==> src/design/ssfl_pkg.sv <==
// Shared types, constants and helpers for the substring search core.
package ssfl_pkg;

  localparam int unsigned NEEDLE_MAX_DEF = 8;
  localparam longint unsigned MAX_STRING_DEF = 64'd65536;

  localparam int unsigned NEEDLE_W = 64;
  localparam int unsigned LEN_W    = 4;
  localparam int unsigned SEEN_W   = 17;
  localparam int unsigned POS_W    = 16;
  localparam int unsigned CFG_IDX_W = 2;

  localparam logic [SEEN_W-1:0] SEEN_LIMIT = '1;
  localparam logic [POS_W-1:0]  POS_LIMIT  = '1;

  typedef enum logic [CFG_IDX_W-1:0] {
    REG_NEEDLE_CHARS   = 2'd0,
    REG_NEEDLE_LENGTH  = 2'd1,
    REG_CASE_SENSITIVE = 2'd2,
    REG_FIND_LAST      = 2'd3
  } cfg_reg_t;

  typedef enum logic [1:0] {
    ST_FOUND        = 2'd0,
    ST_NOT_FOUND    = 2'd1,
    ST_EMPTY_HAY    = 2'd2,
    ST_EMPTY_NEEDLE = 2'd3
  } status_t;

  typedef struct packed {
    logic [NEEDLE_W-1:0] needle_chars;
    logic [LEN_W-1:0]    needle_length;
    logic                case_sensitive;
    logic                find_last;
  } cfg_t;

  function automatic logic [7:0] fold_char(input logic [7:0] c);
    fold_char = (c >= 8'h41 && c <= 8'h5A) ? (c + 8'd32) : c;
  endfunction

  function automatic logic chars_equal(input logic [7:0] a, input logic [7:0] b,
                                       input logic exact);
    chars_equal = exact ? (a == b) : (fold_char(a) == fold_char(b));
  endfunction

endpackage

==> src/design/ssfl_cfg.sv <==
// Configuration register file for the substring search core.
module ssfl_cfg
  import ssfl_pkg::*;
(
  input  logic                 clk,
  input  logic                 rst,
  input  logic                 cfg_write_enable,
  input  logic [CFG_IDX_W-1:0] cfg_index,
  input  logic [NEEDLE_W-1:0]  cfg_data,
  output cfg_t                 cfg
);

  always_ff @(posedge clk) begin
    if (rst) begin
      cfg.needle_chars   <= '0;
      cfg.needle_length  <= '0;
      cfg.case_sensitive <= 1'b1;
      cfg.find_last      <= 1'b0;
    end else if (cfg_write_enable) begin
      unique case (cfg_reg_t'(cfg_index))
        REG_NEEDLE_CHARS:   cfg.needle_chars   <= cfg_data;
        REG_NEEDLE_LENGTH:  cfg.needle_length  <= cfg_data[LEN_W-1:0];
        REG_CASE_SENSITIVE: cfg.case_sensitive <= cfg_data[0];
        REG_FIND_LAST:      cfg.find_last      <= cfg_data[0];
        default: ;
      endcase
    end
  end

endmodule

==> src/design/ssfl_window.sv <==
// Sliding character window and parallel needle compare.
module ssfl_window
  import ssfl_pkg::*;
#(
  parameter int unsigned NEEDLE_MAX = NEEDLE_MAX_DEF
) (
  input  logic             clk,
  input  logic             rst,
  input  logic             advance,
  input  logic             clear,
  input  logic [7:0]       symbol,
  input  cfg_t             cfg,
  input  logic [LEN_W-1:0] act_len,
  output logic             hit
);

  logic [7:0] window  [NEEDLE_MAX];
  logic [7:0] shifted [NEEDLE_MAX];
  logic [NEEDLE_MAX-1:0] len_hit;

  // newest character first
  always_comb begin
    shifted[0] = symbol;
    for (int j = 1; j < NEEDLE_MAX; j++) shifted[j] = window[j-1];
  end

  always_ff @(posedge clk) begin
    if (rst || clear) begin
      for (int j = 0; j < NEEDLE_MAX; j++) window[j] <= '0;
    end else if (advance) begin
      for (int j = 0; j < NEEDLE_MAX; j++) window[j] <= shifted[j];
    end
  end

  // one compare row per candidate needle length
  always_comb begin
    for (int l = 1; l <= NEEDLE_MAX; l++) begin
      len_hit[l-1] = 1'b1;
      for (int k = 0; k < l; k++) begin
        if (!chars_equal(shifted[l-1-k], cfg.needle_chars[8*k +: 8], cfg.case_sensitive))
          len_hit[l-1] = 1'b0;
      end
    end
  end

  always_comb begin
    hit = 1'b0;
    for (int l = 1; l <= NEEDLE_MAX; l++) begin
      if (act_len == LEN_W'(l)) hit = len_hit[l-1];
    end
  end

endmodule

==> src/design/substring_search_first_last_core.sv <==
// Top level of the streaming substring search core (first or last match).
// Path: an item is registered in the input register at its transfer and processed
//   there; a string end then loads its result into the output register.
// Throughput: one character per cycle while no string end waits on a stalled result.
// Reset: synchronous, active high; clears configuration to defaults (case_sensitive 1)
//   and all per-string state; no result is pending after reset.
module substring_search_first_last_core
  import ssfl_pkg::*;
#(
  parameter int unsigned     NEEDLE_MAX = NEEDLE_MAX_DEF,
  parameter longint unsigned MAX_STRING = MAX_STRING_DEF
) (
  input  logic                 clk,
  input  logic                 rst,
  // configuration write port
  input  logic                 cfg_write_enable,
  input  logic [CFG_IDX_W-1:0] cfg_index,
  input  logic [NEEDLE_W-1:0]  cfg_data,
  // item channel
  input  logic                 item_valid,
  output logic                 item_stall,
  input  logic [7:0]           symbol,
  input  logic                 end_of_string,
  input  logic                 empty_string,
  // result channel
  output logic                 result_valid,
  input  logic                 result_stall,
  output logic [POS_W-1:0]     match_position,
  output logic [1:0]           status
);

  cfg_t cfg;

  // input register
  logic       s1_valid;
  logic [7:0] s1_symbol;
  logic       s1_eos;
  logic       s1_empty;

  // per-string state
  logic [SEEN_W-1:0] chars_seen;
  logic              match_seen;
  logic [POS_W-1:0]  match_start;

  logic              s1_ends;
  logic              out_free;
  logic              s1_go;
  logic              take;
  logic              done;
  logic [LEN_W-1:0]  act_len;
  logic              hit;
  logic [SEEN_W:0]   pos_end;
  logic              full_window;
  logic [SEEN_W:0]   start;
  logic              recordable;
  logic              update;
  logic [SEEN_W-1:0] chars_seen_next;
  logic              match_seen_next;
  logic [POS_W-1:0]  match_start_next;
  status_t           status_next;
  logic [POS_W-1:0]  position_next;

  ssfl_cfg u_cfg (
    .clk              (clk),
    .rst              (rst),
    .cfg_write_enable (cfg_write_enable),
    .cfg_index        (cfg_index),
    .cfg_data         (cfg_data),
    .cfg              (cfg)
  );

  // A length above the window depth acts as the full depth.
  assign act_len = (cfg.needle_length > LEN_W'(NEEDLE_MAX)) ? LEN_W'(NEEDLE_MAX)
                                                            : cfg.needle_length;

  ssfl_window #(.NEEDLE_MAX(NEEDLE_MAX)) u_window (
    .clk     (clk),
    .rst     (rst),
    .advance (take),
    .clear   (done),
    .symbol  (s1_symbol),
    .cfg     (cfg),
    .act_len (act_len),
    .hit     (hit)
  );

  // Only a string end needs the output register; other items always move on.
  assign s1_ends    = s1_empty | s1_eos;
  assign out_free   = !result_valid || !result_stall;
  assign s1_go      = s1_valid && (!s1_ends || out_free);
  assign item_stall = s1_valid && !s1_go;
  assign take       = s1_go && !s1_empty;
  assign done       = s1_go && s1_ends;

  always_ff @(posedge clk) begin
    if (rst) begin
      s1_valid <= 1'b0;
    end else if (!item_stall) begin
      s1_valid <= item_valid;
    end
  end

  always_ff @(posedge clk) begin
    if (item_valid && !item_stall) begin
      s1_symbol <= symbol;
      s1_eos    <= end_of_string;
      s1_empty  <= empty_string;
    end
  end

  // A match is possible only once the string holds at least a needle's worth of
  // characters; its start is the index of this character minus the length plus one.
  assign pos_end     = {1'b0, chars_seen} + (SEEN_W+1)'(1);
  assign full_window = pos_end >= (SEEN_W+1)'(act_len);
  assign start       = pos_end - (SEEN_W+1)'(act_len);
  assign recordable  = (act_len != '0) && full_window && hit &&
                       (start <= (SEEN_W+1)'(POS_LIMIT)) && (64'(start) < MAX_STRING);
  // first mode keeps the earliest match, last mode replaces on every match
  assign update      = take && recordable && (!match_seen || cfg.find_last);

  always_comb begin
    chars_seen_next  = chars_seen;
    if (take && chars_seen != SEEN_LIMIT) chars_seen_next = chars_seen + SEEN_W'(1);
    match_seen_next  = match_seen | update;
    match_start_next = update ? start[POS_W-1:0] : match_start;
  end

  // status priority: empty haystack, then empty needle, then match or no match
  always_comb begin
    position_next = '0;
    if (chars_seen_next == '0) begin
      status_next = ST_EMPTY_HAY;
    end else if (act_len == '0) begin
      status_next = ST_EMPTY_NEEDLE;
    end else if (match_seen_next) begin
      status_next   = ST_FOUND;
      position_next = match_start_next;
    end else begin
      status_next = ST_NOT_FOUND;
    end
  end

  // Drop all per-string state at a string end.
  always_ff @(posedge clk) begin
    if (rst || done) begin
      chars_seen  <= '0;
      match_seen  <= 1'b0;
      match_start <= '0;
    end else if (take) begin
      chars_seen  <= chars_seen_next;
      match_seen  <= match_seen_next;
      match_start <= match_start_next;
    end
  end

  // Output register: load on a string end, release once the transfer completes.
  always_ff @(posedge clk) begin
    if (rst) begin
      result_valid <= 1'b0;
    end else if (done) begin
      result_valid <= 1'b1;
    end else if (result_valid && !result_stall) begin
      result_valid <= 1'b0;
    end
  end

  always_ff @(posedge clk) begin
    if (done) begin
      match_position <= position_next;
      status         <= status_next;
    end
  end

`ifndef SYNTH
  // Position is zero unless a match is reported.
  a_pos_zero: assert property (@(posedge clk) disable iff (rst)
    (result_valid && status != ST_FOUND) |-> (match_position == '0))
    else $error("nonzero position without a match");

  // A string end must wait while a result is held in a stalled output register.
  a_end_waits: assert property (@(posedge clk) disable iff (rst)
    (s1_valid && s1_ends && result_valid && result_stall) |-> item_stall)
    else $error("string end taken over a pending result");

  // String state starts over after each string end.
  a_state_clear: assert property (@(posedge clk) disable iff (rst)
    done |=> (chars_seen == '0 && !match_seen))
    else $error("string state not cleared at string end");

  // A string end always leaves a result in the output register.
  a_result_loaded: assert property (@(posedge clk) disable iff (rst)
    done |=> result_valid)
    else $error("string end gave no result");
`endif

endmodule
==> config.mk <==
export PLATFORM = sky130hd
export DESIGN_NAME = substring_search_first_last_core
export DESIGN_NICKNAME = d
export VERILOG_FILES = /design/src/design/ssfl_pkg.sv /design/src/design/ssfl_cfg.sv /design/src/design/ssfl_window.sv /design/src/design/substring_search_first_last_core.sv
export SDC_FILE = /design/constraint.sdc
export NUM_CORES = 1
export LEC_CHECK = 0
export BUFFER_PORTS_ARGS = -buffer_cell sky130_fd_sc_hd__buf_2
export CAP_MARGIN = 0
export CORE_MARGIN = 2
export CORE_UTILIZATION = 45
export DETAILED_ROUTE_END_ITERATION = 6
export GPL_TIMING_DRIVEN = 1
export PLACE_DENSITY = 0.74
export SLEW_MARGIN = 20
export SYNTH_ARGS = -nofsm -noshare
export SYNTH_HDL_FRONTEND = slang
export SYNTH_SLANG_ARGS = --single-unit
==> constraint.sdc <==
create_clock -name clk -period 3.5 [get_ports clk]
set_input_delay 0.35 -clock clk [delete_from_list [all_inputs] [get_ports clk]]
set_output_delay 0.35 -clock clk [all_outputs]
set_load 0.05 [all_outputs]
==> impl_metrics.toml <==
[logic_synthesis]
yosysSeqAreaShare_pct = 32.2
synth-main-ff-cell = "dfxtp_1"
top_cell_type_by_total_area_after_synthesis = "edfxtp_1"
syn-cell-area_um2 = 14400
post_synthesis_sequential_element_count = 190
asyncSetResetFlopFracSynth_pct = 0
synth_area_per_cell_um2 = 8.57
synthesis_warnings = 0
synth.distinct_cells = 88
mappedNetlistNets = 1787
area_share_of_the_leading_cell_type_in_the_synthesized_netlist_pct = 17.5
synth_area_leaders = "edfxtp_1 17%, dfxtp_1 15%, xor2_1 14%"
netlist_instances = 1683
synth-edff-count = 84

[global_routing]
grt.overflow.total = 0
combined_global_route_utilization_of_all_metal_layers_pct = 32.2
wire_length_of_the_first_global_routing_pass_um = 80300
first_global_vias = 13311
antenna_found_initial = 0
grt_start_max_net_pins = 60

[flow_run]
maxCapViolCount = 0

[cells_and_area]
number_of_filler_cells_placed_in_the_layout = 2767
most-common-layout-cells = "366 x buf_4, 222 x xor2_1, 199 x xnor2_1"
nets = 2137
regArea_um2 = 4650
multi_input_comb_area_um2 = 9530
drive_above_1_share_pct = 31.9
synthToLayoutAreaGrowth_pct = 31.9
fin_cells = 2449
layout.cells.most_common = "buf_4"

[die]
core_area_um2 = 31600
fp.dieH_um = 183
floorplan.initialDensity_pct = 45.7
die_x_um = 183
ios = 101
die-area_um2 = 33500
placement_rows = 65

[status]
failed_checks = "negative setup slack"
run_status = "complete, but fails checks"

[drt]
detail_route.drc_violations = 0
drt_first_iter_violations = 1585
wirelength_um = 54900
post_drt_wl_per_cell_um = 22.4
number_of_nets_still_failing_antenna_checks_after_routing = 0
detail_route.vias_per_cell = 5.71
detailroute.via_count = 13974
drt_first_pass_iters = 5

[clock_tree]
ctsHtreeMaxLevel = 4
root_buffer = "clkbuf_16"
clock_path_buffers = 2
clock_tree_from_tritoncts = "built"
cts_made_buffers = 17
hold_buffers_post_cts = 0
cts_num_sinks = 190
worst_skew_late_latency_ns = 0.46
clkTransAtPathRegs_ns = 0.08

[sta]
rsz0062_at_grt = "yes"
final_hold_vios = 0
final.setup_skew_ns = 0.0107
timing.final.crit_share_pct = 109
min_cycle_time_layout_ns = 3.81
timing.setup.tns_ns = -7.99
finalSetupViolCount = 32
worst_slew_margin_rel_pct = 34.2
fmaxAchievable_ghz = 0.262
max_slew_vio_count = 0
final.setup.worst_slack_ns = -0.314
tightest_slew_ns = 0.987

[placed_design]
routability_cong = 1.01
dp_hpwl_um = 42300
numPlacedInstances = 2374
numPortBuffers = 100

[pwr]
p_clk_share_pct = 30.9
power_leakage_nw = 7.89
power.share.sequential_pct = 41.0
power.share.switching_pct = 32.8
combPwrFrac_pct = 28.1
switching_power_mw = 2.02
power_report.internal_total_mw = 4.13
power.ir.vdd_worst_uv = 440
power_per_cell_area_nw_per_um2 = 323
power_mw = 6.15

[worst_setup_path]
required_ns = 3.71
worstSetupStartpointType = "register"
ff2ff_setup_slack_ns = -0.31
critical_path_class = "register to register"
timing.critical_path.fanout_max = 8
critical_path.endpoint_type = "register"
timing.critical_path.arrival_ns = 4.03

[hold_path]
min-delay-path-class = "primary input to register"
==> registers in the layout, summed over array words and instances, names as in the netlist, 2 cells and up <==
signal,cells
match_position,16
s1_symbol,8
match_start,16
status,2
u_cfg.cfg,70
u_window.window,56
chars_seen,17
==> cells in the mapped netlist (all sizes together) (6+ instances only) <==
| library cell | n |
|---|---|
| xnor2 | 209 |
| mux2i | 30 |
| a2bb2oi | 10 |
| nor4 | 57 |
| a31oi | 20 |
| and3 | 10 |
| clkbuf | 70 |
| nor3 | 56 |
| xor2 | 224 |
| or3 | 8 |
| and2 | 51 |
| or2 | 7 |
| nor2 | 110 |
| buf | 91 |
| ha | 22 |
| inv | 25 |
| dfxtp | 106 |
| o22ai | 6 |
| nand2 | 190 |
| o21ai | 16 |
| nand3b | 6 |
| nand4 | 57 |
| edfxtp | 84 |
| nand3 | 31 |
| a21oi | 100 |
==> metal layers <==
metal	GRT usage [%]	up-vias	share of wire [%]
met2	47.7	676	43
met3	7.51	84	9.4
met1	45.7	6774	45
met4	11.8	0	2.8
li1	-	6440	-
met5	0	-	0
==> worst max-delay path, stage by stage (launching register included) <==
cell and delay (ns):
edfxtp_1 0.54, buf_4 0.20, buf_4 0.14, xor2_1 0.14
nor4_1 0.27, nand4_1 0.20, o21ai_1 0.24, a41oi_1 0.28
mux2i_1 0.25, o22ai_1 0.10, a31o_1 0.23, a221oi_4 0.30
buf_12 0.16, clkbuf_16 0.17, mux2i_2 0.25, nor2_1 0.07
==> worst paths after layout <==
| check | startpoint | to | cells after the start |
|---|---|---|---|
| worst max-delay path | u_window.window[1][6] | match_position[10] | 15 |
| worst min-delay path | symbol[6] | s1_symbol[6] | 1 |
| worst max register to register | u_window.window[1][6] | match_position[10] | 15 |
| worst min register to register | u_cfg.cfg[38] | u_cfg.cfg[38] | 2 |
==> power groups by stage <==
stage	clock (mW)	combinational [mW]	sequential, mW
global placement	0	1.55	2.56
global route	2.00	1.83	2.53
detailed placement	0	1.56	2.56
floorplan	0	0.917	2.53
CTS	1.92	1.58	2.51
finish	1.90	1.73	2.52
==> layout make-up <==
cell class                 instances  share of cell area, %
inverter                          25                  0.493
tap                              402                   2.64
clock buffer                      19                   2.33
sequential                       190                   24.5
multi-input combinational       1307                   50.1
clock inverter                    13                  0.579
antenna                            1                 0.0132
timing repair buffer             492                   19.4
==> through the flow <==
step / setup WS [ns] / utilization (%) / area [µm²] / hold WS, ns
3_5_place_dp: -0.425 / 55.5 / 17500 / 0.479
4_1_cts: -0.238 / 57.5 / 18100 / 0.0477
2_1_floorplan: -0.152 / - / 14400 / 0.449
5_1_grt: -0.481 / 60.3 / 19000 / 0.0519
6_report: -0.314 / 60.3 / 19000 / 0.0631
3_3_place_gp: -0.379 / 55.5 / 17500 / 0.473
==> cell families after synthesis <==
kind of cell	share of synthesized area (%)
muxes	2.08
xor gates and xnor gates	26.3
adders and majority gates	2.05
and+or+nand+nor	20.8
AOI/OAI and AO/OA	10.7
DFF	32.2
buffers and inverters	5.83
==> what timing repair did <==
action                     in CTS  in global routing
cloned                          0                  2
pin swaps                       4                 39
setup buffers                   1                 40
gates resized for setup        10                103
setup endpoints to repair      32                 33
(Power assumes the default switching activity.)
